--- src/rtl/core/kcl_pkg.sv ---
// ----------------------------------------------------------------------------
// kcl_pkg
// Shared types and codes for the keyed compacting list.
// ----------------------------------------------------------------------------
package kcl_pkg;

  localparam int unsigned KIND_W   = 2;
  localparam int unsigned KEY_W    = 32;
  localparam int unsigned LABEL_W  = 64;
  localparam int unsigned PRICE_W  = 32;
  localparam int unsigned STATUS_W = 3;
  localparam int unsigned FILL_W   = 5;
  localparam int unsigned CAP_W    = 5;
  localparam int unsigned ENTRY_W  = KEY_W + LABEL_W + PRICE_W;

  localparam logic [CAP_W-1:0] CAP_RESET = 5'd16;

  localparam logic [KIND_W-1:0] KIND_INSERT = 2'd0;
  localparam logic [KIND_W-1:0] KIND_REMOVE = 2'd1;
  localparam logic [KIND_W-1:0] KIND_LIST   = 2'd2;

  localparam logic [STATUS_W-1:0] STAT_INSERTED  = 3'd0;
  localparam logic [STATUS_W-1:0] STAT_DUPLICATE = 3'd1;
  localparam logic [STATUS_W-1:0] STAT_FULL      = 3'd2;
  localparam logic [STATUS_W-1:0] STAT_REMOVED   = 3'd3;
  localparam logic [STATUS_W-1:0] STAT_NOT_FOUND = 3'd4;
  localparam logic [STATUS_W-1:0] STAT_ENTRY     = 3'd5;
  localparam logic [STATUS_W-1:0] STAT_EMPTY     = 3'd6;

  typedef struct packed {
    logic                load_req;
    logic                clr_idx;
    logic                inc_idx;
    logic                ram_re;
    logic                sel_next;
    logic                wr_shift;
    logic                wr_append;
    logic                cnt_inc;
    logic                cnt_dec;
    logic                out_load;
    logic                out_entry;
    logic [STATUS_W-1:0] out_status;
  } kcl_cmd_t;

  typedef struct packed {
    logic [KIND_W-1:0] kind;
    logic              key_match;
    logic              idx_last;
    logic              shift_last;
    logic              cnt_zero;
    logic              full;
    logic              out_free;
  } kcl_stat_t;

endpackage

--- src/rtl/core/kcl_ram.sv ---
// ----------------------------------------------------------------------------
// kcl_ram
// Generic single-write, single-read RAM with registered read data.
// ----------------------------------------------------------------------------
module kcl_ram #(
  parameter int unsigned WIDTH = 128,
  parameter int unsigned DEPTH = 16,
  localparam int unsigned AW   = (DEPTH > 1) ? $clog2(DEPTH) : 1
) (
  input  logic             clk_i,
  input  logic             we_i,
  input  logic [AW-1:0]    waddr_i,
  input  logic [WIDTH-1:0] wdata_i,
  input  logic             re_i,
  input  logic [AW-1:0]    raddr_i,
  output logic [WIDTH-1:0] rdata_o
);

  logic [WIDTH-1:0] mem_q [DEPTH];
  logic [WIDTH-1:0] rdata_q;

  always_ff @(posedge clk_i) begin
    if (we_i) begin
      mem_q[waddr_i] <= wdata_i;
    end
    if (re_i) begin
      rdata_q <= mem_q[raddr_i];
    end
  end

  assign rdata_o = rdata_q;

endmodule

--- src/rtl/core/kcl_datapath.sv ---
// ----------------------------------------------------------------------------
// kcl_datapath
// Entry storage, walk index, count, capacity register and output word.
// ----------------------------------------------------------------------------
module kcl_datapath import kcl_pkg::*; #(
  parameter int unsigned DEPTH = 16
) (
  input  logic                       clk_i,
  input  logic                       rst_ni,
  input  kcl_cmd_t                   cmd_i,
  output kcl_stat_t                  stat_o,
  input  logic                       cfg_we_i,
  input  logic [CAP_W-1:0]           cfg_wdata_i,
  input  logic [KIND_W-1:0]          kind_i,
  input  logic signed [KEY_W-1:0]    key_i,
  input  logic [LABEL_W-1:0]         label_i,
  input  logic [PRICE_W-1:0]         price_cents_i,
  output logic                       out_valid_o,
  input  logic                       out_ready_i,
  output logic [STATUS_W-1:0]        status_o,
  output logic signed [KEY_W-1:0]    entry_key_o,
  output logic [LABEL_W-1:0]         entry_label_o,
  output logic [PRICE_W-1:0]         entry_price_o,
  output logic [FILL_W-1:0]          fill_o,
  output logic                       last_o
);

  localparam int unsigned IW = (DEPTH > 1) ? $clog2(DEPTH) : 1;
  localparam int unsigned CW = $clog2(DEPTH + 1);
  localparam int unsigned MW = (CW > CAP_W) ? CW : CAP_W;
  localparam logic [CW-1:0] DepthC = CW'(DEPTH);

  logic [IW-1:0]       idx_q, idx_d, idx_next;
  logic [CW-1:0]       cnt_q, cnt_d, idx_inc;
  logic [CAP_W-1:0]    cap_q;
  logic [KIND_W-1:0]   kind_q;
  logic [KEY_W-1:0]    key_q;
  logic [LABEL_W-1:0]  label_q;
  logic [PRICE_W-1:0]  price_q;

  logic                ram_we;
  logic [IW-1:0]       ram_waddr, ram_raddr;
  logic [ENTRY_W-1:0]  ram_wdata, ram_rdata;
  logic [KEY_W-1:0]    rd_key;
  logic [LABEL_W-1:0]  rd_label;
  logic [PRICE_W-1:0]  rd_price;

  logic                out_valid_q;
  logic                out_free;
  logic [STATUS_W-1:0] status_q;
  logic [KEY_W-1:0]    okey_q;
  logic [LABEL_W-1:0]  olabel_q;
  logic [PRICE_W-1:0]  oprice_q;
  logic [FILL_W-1:0]   fill_q;
  logic                last_q;

  assign rd_key   = ram_rdata[ENTRY_W-1 -: KEY_W];
  assign rd_label = ram_rdata[PRICE_W +: LABEL_W];
  assign rd_price = ram_rdata[PRICE_W-1:0];

  assign idx_next  = idx_q + IW'(1);
  assign idx_inc   = CW'(idx_q) + CW'(1);
  assign ram_raddr = cmd_i.sel_next ? idx_next : idx_q;
  assign ram_waddr = cmd_i.wr_append ? cnt_q[IW-1:0] : idx_q;
  assign ram_wdata = cmd_i.wr_append ? {key_q, label_q, price_q} : ram_rdata;
  assign ram_we    = cmd_i.wr_append | cmd_i.wr_shift;

  kcl_ram #(
    .WIDTH (ENTRY_W),
    .DEPTH (DEPTH)
  ) u_ram (
    .clk_i   (clk_i),
    .we_i    (ram_we),
    .waddr_i (ram_waddr),
    .wdata_i (ram_wdata),
    .re_i    (cmd_i.ram_re),
    .raddr_i (ram_raddr),
    .rdata_o (ram_rdata)
  );

  always_comb begin
    idx_d = idx_q;
    if (cmd_i.clr_idx) begin
      idx_d = '0;
    end else if (cmd_i.inc_idx) begin
      idx_d = idx_next;
    end
    cnt_d = cnt_q;
    if (cmd_i.cnt_inc) begin
      cnt_d = cnt_q + CW'(1);
    end else if (cmd_i.cnt_dec) begin
      cnt_d = cnt_q - CW'(1);
    end
  end

  always_ff @(posedge clk_i or negedge rst_ni) begin
    if (!rst_ni) begin
      idx_q <= '0;
      cnt_q <= '0;
      cap_q <= CAP_RESET;
    end else begin
      idx_q <= idx_d;
      cnt_q <= cnt_d;
      if (cfg_we_i) begin
        cap_q <= cfg_wdata_i;
      end
    end
  end

  always_ff @(posedge clk_i) begin
    if (cmd_i.load_req) begin
      kind_q  <= kind_i;
      key_q   <= key_i;
      label_q <= label_i;
      price_q <= price_cents_i;
    end
  end

  assign out_free = !out_valid_q || out_ready_i;

  always_ff @(posedge clk_i or negedge rst_ni) begin
    if (!rst_ni) begin
      out_valid_q <= 1'b0;
    end else if (cmd_i.out_load) begin
      out_valid_q <= 1'b1;
    end else if (out_ready_i) begin
      out_valid_q <= 1'b0;
    end
  end

  always_ff @(posedge clk_i) begin
    if (cmd_i.out_load) begin
      status_q <= cmd_i.out_status;
      fill_q   <= FILL_W'(cnt_q);
      if (cmd_i.out_entry) begin
        okey_q   <= rd_key;
        olabel_q <= rd_label;
        oprice_q <= rd_price;
        last_q   <= (idx_inc == cnt_q);
      end else begin
        okey_q   <= key_q;
        olabel_q <= '0;
        oprice_q <= '0;
        last_q   <= 1'b1;
      end
    end
  end

  assign stat_o.kind       = kind_q;
  assign stat_o.key_match  = (rd_key == key_q);
  assign stat_o.idx_last   = (idx_inc == cnt_q);
  assign stat_o.shift_last = ((idx_inc + CW'(1)) == cnt_q);
  assign stat_o.cnt_zero   = (cnt_q == '0);
  assign stat_o.full       = (MW'(cnt_q) >= MW'(cap_q)) || (cnt_q >= DepthC);
  assign stat_o.out_free   = out_free;

  assign out_valid_o   = out_valid_q;
  assign status_o      = status_q;
  assign entry_key_o   = okey_q;
  assign entry_label_o = olabel_q;
  assign entry_price_o = oprice_q;
  assign fill_o        = fill_q;
  assign last_o        = last_q;

endmodule

--- src/rtl/core/kcl_ctrl.sv ---
// ----------------------------------------------------------------------------
// kcl_ctrl
// Sequencer for insert, remove and list: search, shift and emit steps.
// ----------------------------------------------------------------------------
module kcl_ctrl import kcl_pkg::*; (
  input  logic      clk_i,
  input  logic      rst_ni,
  input  logic      in_valid_i,
  output logic      in_ready_o,
  input  kcl_stat_t stat_i,
  output kcl_cmd_t  cmd_o
);

  localparam logic [2:0] S_IDLE   = 3'd0;
  localparam logic [2:0] S_DISP   = 3'd1;
  localparam logic [2:0] S_SCMP   = 3'd2;
  localparam logic [2:0] S_SHRD   = 3'd3;
  localparam logic [2:0] S_SHWR   = 3'd4;
  localparam logic [2:0] S_APPEND = 3'd5;
  localparam logic [2:0] S_RESP   = 3'd6;
  localparam logic [2:0] S_LEMIT  = 3'd7;

  logic [2:0]          state_q, state_d;
  logic [STATUS_W-1:0] resp_q, resp_d;

  assign in_ready_o = (state_q == S_IDLE);

  always_comb begin
    state_d = state_q;
    resp_d  = resp_q;
    cmd_o   = '0;
    case (state_q)
      S_IDLE: begin
        if (in_valid_i) begin
          cmd_o.load_req = 1'b1;
          cmd_o.clr_idx  = 1'b1;
          state_d        = S_DISP;
        end
      end
      S_DISP: begin
        case (stat_i.kind)
          KIND_INSERT: begin
            if (stat_i.full) begin
              resp_d  = STAT_FULL;
              state_d = S_RESP;
            end else if (stat_i.cnt_zero) begin
              state_d = S_APPEND;
            end else begin
              cmd_o.ram_re = 1'b1;
              state_d      = S_SCMP;
            end
          end
          KIND_REMOVE: begin
            if (stat_i.cnt_zero) begin
              resp_d  = STAT_NOT_FOUND;
              state_d = S_RESP;
            end else begin
              cmd_o.ram_re = 1'b1;
              state_d      = S_SCMP;
            end
          end
          KIND_LIST: begin
            if (stat_i.cnt_zero) begin
              resp_d  = STAT_EMPTY;
              state_d = S_RESP;
            end else begin
              cmd_o.ram_re = 1'b1;
              state_d      = S_LEMIT;
            end
          end
          default: begin
            state_d = S_IDLE;
          end
        endcase
      end
      S_SCMP: begin
        if (stat_i.key_match) begin
          if (stat_i.kind == KIND_INSERT) begin
            resp_d  = STAT_DUPLICATE;
            state_d = S_RESP;
          end else if (stat_i.idx_last) begin
            cmd_o.cnt_dec = 1'b1;
            resp_d        = STAT_REMOVED;
            state_d       = S_RESP;
          end else begin
            cmd_o.ram_re   = 1'b1;
            cmd_o.sel_next = 1'b1;
            state_d        = S_SHWR;
          end
        end else if (stat_i.idx_last) begin
          if (stat_i.kind == KIND_INSERT) begin
            state_d = S_APPEND;
          end else begin
            resp_d  = STAT_NOT_FOUND;
            state_d = S_RESP;
          end
        end else begin
          // fetch the next entry while stepping the index
          cmd_o.ram_re   = 1'b1;
          cmd_o.sel_next = 1'b1;
          cmd_o.inc_idx  = 1'b1;
        end
      end
      S_SHRD: begin
        cmd_o.ram_re   = 1'b1;
        cmd_o.sel_next = 1'b1;
        state_d        = S_SHWR;
      end
      S_SHWR: begin
        cmd_o.wr_shift = 1'b1;
        if (stat_i.shift_last) begin
          cmd_o.cnt_dec = 1'b1;
          resp_d        = STAT_REMOVED;
          state_d       = S_RESP;
        end else begin
          cmd_o.inc_idx = 1'b1;
          state_d       = S_SHRD;
        end
      end
      S_APPEND: begin
        cmd_o.wr_append = 1'b1;
        cmd_o.cnt_inc   = 1'b1;
        resp_d          = STAT_INSERTED;
        state_d         = S_RESP;
      end
      S_RESP: begin
        if (stat_i.out_free) begin
          cmd_o.out_load   = 1'b1;
          cmd_o.out_status = resp_q;
          state_d          = S_IDLE;
        end
      end
      S_LEMIT: begin
        if (stat_i.out_free) begin
          cmd_o.out_load   = 1'b1;
          cmd_o.out_entry  = 1'b1;
          cmd_o.out_status = STAT_ENTRY;
          if (stat_i.idx_last) begin
            state_d = S_IDLE;
          end else begin
            cmd_o.ram_re   = 1'b1;
            cmd_o.sel_next = 1'b1;
            cmd_o.inc_idx  = 1'b1;
          end
        end
      end
      default: begin
        state_d = S_IDLE;
      end
    endcase
  end

  always_ff @(posedge clk_i or negedge rst_ni) begin
    if (!rst_ni) begin
      state_q <= S_IDLE;
      resp_q  <= STAT_INSERTED;
    end else begin
      state_q <= state_d;
      resp_q  <= resp_d;
    end
  end

endmodule

--- src/rtl/core/keyed_compacting_list_top.sv ---
// ----------------------------------------------------------------------------
// keyed_compacting_list_top
// Ordered table of unique keyed entries with insert, remove and list.
// ----------------------------------------------------------------------------
// Channel   Direction  Handshake              Word
// in        input      in_valid_i/in_ready_o  kind, key, label, price_cents
// out       output     out_valid_o/out_ready_i status, entry fields, fill, last
// cfg       input      cfg_we_i               capacity
//
// Insert searches the held entries for the key and appends it when absent and not full.
// Remove searches for the key and moves each later entry down one place.
// List emits each held entry in turn. All steps share the single read port
// of the entry RAM. One word is worked on at a time; a stalled output holds
// the sequencer. Reset empties the table and sets capacity to 16; no clearing
// pass.
// ----------------------------------------------------------------------------
module keyed_compacting_list_top import kcl_pkg::*; #(
  parameter int unsigned DEPTH = 16
) (
  input  logic                    clk_i,
  input  logic                    rst_ni,
  input  logic                    cfg_we_i,
  input  logic [CAP_W-1:0]        cfg_wdata_i,
  input  logic                    in_valid_i,
  output logic                    in_ready_o,
  input  logic [KIND_W-1:0]       kind_i,
  input  logic signed [KEY_W-1:0] key_i,
  input  logic [LABEL_W-1:0]      label_i,
  input  logic [PRICE_W-1:0]      price_cents_i,
  output logic                    out_valid_o,
  input  logic                    out_ready_i,
  output logic [STATUS_W-1:0]     status_o,
  output logic signed [KEY_W-1:0] entry_key_o,
  output logic [LABEL_W-1:0]      entry_label_o,
  output logic [PRICE_W-1:0]      entry_price_o,
  output logic [FILL_W-1:0]       fill_o,
  output logic                    last_o
);

  kcl_cmd_t  cmd;
  kcl_stat_t stat;

  kcl_ctrl u_ctrl (
    .clk_i      (clk_i),
    .rst_ni     (rst_ni),
    .in_valid_i (in_valid_i),
    .in_ready_o (in_ready_o),
    .stat_i     (stat),
    .cmd_o      (cmd)
  );

  kcl_datapath #(
    .DEPTH (DEPTH)
  ) u_dp (
    .clk_i         (clk_i),
    .rst_ni        (rst_ni),
    .cmd_i         (cmd),
    .stat_o        (stat),
    .cfg_we_i      (cfg_we_i),
    .cfg_wdata_i   (cfg_wdata_i),
    .kind_i        (kind_i),
    .key_i         (key_i),
    .label_i       (label_i),
    .price_cents_i (price_cents_i),
    .out_valid_o   (out_valid_o),
    .out_ready_i   (out_ready_i),
    .status_o      (status_o),
    .entry_key_o   (entry_key_o),
    .entry_label_o (entry_label_o),
    .entry_price_o (entry_price_o),
    .fill_o        (fill_o),
    .last_o        (last_o)
  );

endmodule

--- config.mk ---
export PLATFORM = sky130hd
export DESIGN_NAME = keyed_compacting_list_top
export DESIGN_NICKNAME = d
export VERILOG_FILES = /design/src/rtl/core/kcl_pkg.sv /design/src/rtl/core/kcl_ram.sv /design/src/rtl/core/kcl_datapath.sv /design/src/rtl/core/kcl_ctrl.sv /design/src/rtl/core/keyed_compacting_list_top.sv
export SDC_FILE = /design/constraint.sdc
export NUM_CORES = 2
export LEC_CHECK = 0
export BUFFER_PORTS_ARGS = -buffer_cell sky130_fd_sc_hd__clkbuf_2
export CAP_MARGIN = 30
export CELL_PAD_IN_SITES_DETAIL_PLACEMENT = 1
export CELL_PAD_IN_SITES_GLOBAL_PLACEMENT = 1
export CORE_MARGIN = 5
export CORE_UTILIZATION = 50
export CTS_CLUSTER_DIAMETER = 30
export DETAILED_ROUTE_END_ITERATION = 8
export PLACE_DENSITY_LB_ADDON = 0.1
export SLEW_MARGIN = 5
export SYNTH_ARGS = -nofsm -noshare
export SYNTH_HDL_FRONTEND = slang
export SYNTH_SLANG_ARGS = --single-unit
--- constraint.sdc ---
create_clock -name clk_i -period 28.7 [get_ports clk_i]
set_input_delay 5.74 -clock clk_i [delete_from_list [all_inputs] [get_ports clk_i]]
set_output_delay 5.74 -clock clk_i [all_outputs]
set_load 0.02 [all_outputs]
==> flow_metrics.tcl <==
set metrics [dict create \
    status "complete, no violations" \
    num_vias 58100 \
    rsz0062_at_grt "false" \
    wl_um 293000 \
    tightest_slew_ns 1.08 \
    cp.arrival_ns 11.28 \
    dr.pass1.iters 5 \
    finalClockSkew_ns 0.0651 \
    synth_cell_types 83 \
    cts_buffers 531 \
    seq_area_frac_synth_pct 77.1 \
    fin_crit_ns 10.66 \
    fin_crit_sh_pct 37.2 \
    setup_viol 0 \
    cpMostUsedCell "buf_4" \
    max-slew-margin-rel_pct 27.3 \
    globalplace.congestion 0.777 \
    final_hold_viol_count 0 \
    overflow 0 \
    final_common_cell "edfxtp_1" \
    synth_edf_count 2443 \
    grt_max_degree 165 \
    grt_pass1_wl_um 425000 \
    r2r_cells 13 \
    start_util_pct 50.3 \
    critPathKind "primary input to flip-flop" \
    ctsHoldBuffers 0 \
    core_area_um2 190000 \
    use_met3_pct 4.94 \
    async_flop_share_pct 0.852 \
    reg2reg_from "u_dp.key_q[25]" \
    initialDrtViolationCount 5593 \
    leakagePower_nw 41.2 \
    ir_worst_vdd_v 0.000168 \
    tns_ns 0 \
    grt_use_total_pct 29.0 \
    drive_gt1_share_pct 20.7 \
    finalNetCount 6733 \
    fmax_mhz 93.8 \
    fp.dieW_um 448 \
    antenna_found_initial 7 \
    cts-root-buf "clkbuf_16" \
    worstPathRequired_ns 29.32 \
    worst_path_largest_cell_delay_ns 0.79 \
    hold_path.startpoint "u_ctrl.resp_q[1]" \
    place_hpwl_um 137000 \
    cts_setup_buffers 0 \
    synth_area_um2 95800 \
    ys_ff_latch 2464 \
    ys.flop_type "edfxtp_1" \
    reg2reg_slack_ns 21.46 \
    hold_depth 1 \
    hold_path_end "u_ctrl.resp_q[1]" \
    grt_pass1_vias 62600 \
    grtUsageMet2_pct 48.8 \
    io_pins 279 \
    met1_usage_pct 38.1 \
    avgSynthCellArea_um2 15.9 \
    worstSetupStartpointType "primary input" \
    area_growth_pct 22.7 \
    synth_cells 6005 \
    via_per_inst 6.12 \
    synthesis.yosys.warnings 0 \
    dieArea_um2 200000 \
    port-buffer-count 278 \
    drcViolationCount 0 \
    htree_levels 6 \
    cts_sinks 2464 \
    cts_buffer_depth 4 \
    hold_path.class "flip-flop to flip-flop" \
    slowest_stage "buf_4" \
    drv_cap 0 \
    end_kind "flip-flop" \
    final_util_pct 61.7 \
    syn_nets 6161 \
    powerDensity_nw_per_um2 146 \
    top_usage_layer "met2" \
    cts_tree "built" \
    worst_r2r_endpoint "u_dp.u_ram.rdata_o[54]" \
    slew_viol_final 0 \
    row_count 160 \
    final_cell_mix "edfxtp_1 (2,443), nand2_1 (1,246), clkbuf_16 (550)" \
    critPathMaxFanout 59 \
    clock_latency_ns 0.94 \
    clk_pin_slew_worst_paths_ns 0.05 \
    routedWlPerCell_um 30.9 \
    drtAntennaViolNets 0 \
    post_cts_resized 0 \
    critical_path.cell_chain "clkbuf_2, nor2b_1, nor3_2, nand2_2, a311o_1, o211ai_4, buf_4, buf_4, buf_4, buf_4, mux2i_1, o22ai_1, nor4_1, a21oi_1" \
    die_y_um 448 \
]
[per-stage QoR]
step	hold slack, ns	instance area (µm²)	power (mW)	setup WS, ns	cells
after global routing	0.531	118000	17.8	17.86	9493
after global placement	0.485	99800	10.9	17.29	8547
after detailed placement	0.492	99900	11.1	17.20	8553
after CTS	0.500	117000	17.2	18.15	9490
final	0.500	118000	17.2	18.04	9493
after floorplan	0.449	95800	9.25	9.75	6005
[worst max path at each step]
stage,startpoint,endpoint,slack [ns],cells past startpoint
2_1_floorplan,out_ready_i,u_dp.u_ram.rdata_o[109],9.75,9
3_3_place_gp,out_ready_i,u_dp.u_ram.rdata_o[2],17.29,13
3_5_place_dp,out_ready_i,u_dp.u_ram.rdata_o[2],17.20,13
4_1_cts,out_ready_i,u_dp.u_ram.rdata_o[2],18.15,13
5_1_grt,out_ready_i,u_dp.u_ram.rdata_o[2],17.86,13
6_report,out_ready_i,u_dp.u_ram.rdata_o[54],18.04,14
[flip-flops by register name, summed over array words and instances (netlist names), 4 cells and up]
name                cells
u_dp.u_ram.mem_q     2048
u_dp.u_ram.rdata_o    128
u_dp.entry_label_o     64
u_dp.label_q           64
u_dp.entry_key_o       32
u_dp.entry_price_o     32
u_dp.key_q             32
u_dp.price_q           32
u_dp.cap_q              5
u_dp.cnt_q              5
u_dp.fill_o             5
u_dp.idx_q              4
[layout make-up]
type                            count  area (µm²)
Sequential cell                  2464       73900
Fill cell                       16800       72900
Multi-Input combinational cell   3166       20300
Clock buffer                      621       14000
Clock inverter                    316        3520
Tap cell                         2511        3140
Timing Repair Buffer              394        2570
Inverter                           20        75.1
Antenna cell                        1        2.50
[kinds of logic (layout without fill, tap and decap cells)]
family | count (synthesis) | in the layout | share of synthesized area [%]
flops | 2464 | 2464 | 77.1
simple gates | 1881 | 1881 | 8.54
compound gates | 638 | 638 | 4.42
mux | 581 | 581 | 7.20
buf+inv | 375 | 1351 | 1.98
xor+xnor | 50 | 50 | 0.502
fa+ha+maj | 16 | 16 | 0.217
other cells | 0 | 1 | 0
[worst max-delay path, delay by kind of cell]
family                 cells  cell delay (ns)
buffers and inverters      5             3.00
AOI/OAI and AO/OA          4             0.90
muxes                      1             0.31
and+or+nand+nor            4             1.19
[cell usage after synthesis, types with 12 or more instances]
library cell,instances,share of area (%)
nor3_1,59,0.31
buf_6,18,0.21
a2111oi_0,15,0.14
a31oi_1,24,0.16
dfrtp_1,20,0.52
ha_1,15,0.20
buf_4,41,0.32
xor2_1,39,0.36
a22oi_1,12,0.094
inv_1,20,0.078
nor4_1,48,0.31
mux2_2,141,1.7
nand2_1,1248,4.9
a32oi_1,105,0.96
and3_1,30,0.20
nand4_1,91,0.59
nand3_1,222,1.2
o22ai_1,99,0.65
mux2i_1,368,3.8
o21ai_0,30,0.16
mux4_2,72,1.7
a21oi_1,259,1.4
nor2_1,59,0.23
and2_1,101,0.66
o221ai_1,14,0.13
edfxtp_1,2443,77
buf_2,139,0.73
clkbuf_1,134,0.53
buf_1,19,0.074
[routing by layer]
metal | vias to the layer above | part of all wire, %
met5 | - | 0.0044
met4 | 2 | 3.3
met3 | 598 | 6.9
met2 | 2586 | 50
met1 | 30600 | 40
li1 | 24300 | -
[where the power goes]
group / switching, mW / internal (mW) / total [mW]
registers: 0.206 / 5.11 / 5.31
logic: 4.14 / 1.68 / 5.82
clock network: 1.94 / 4.08 / 6.02
total: 6.29 / 10.9 / 17.2
Power figures use the tool's default switching activity.
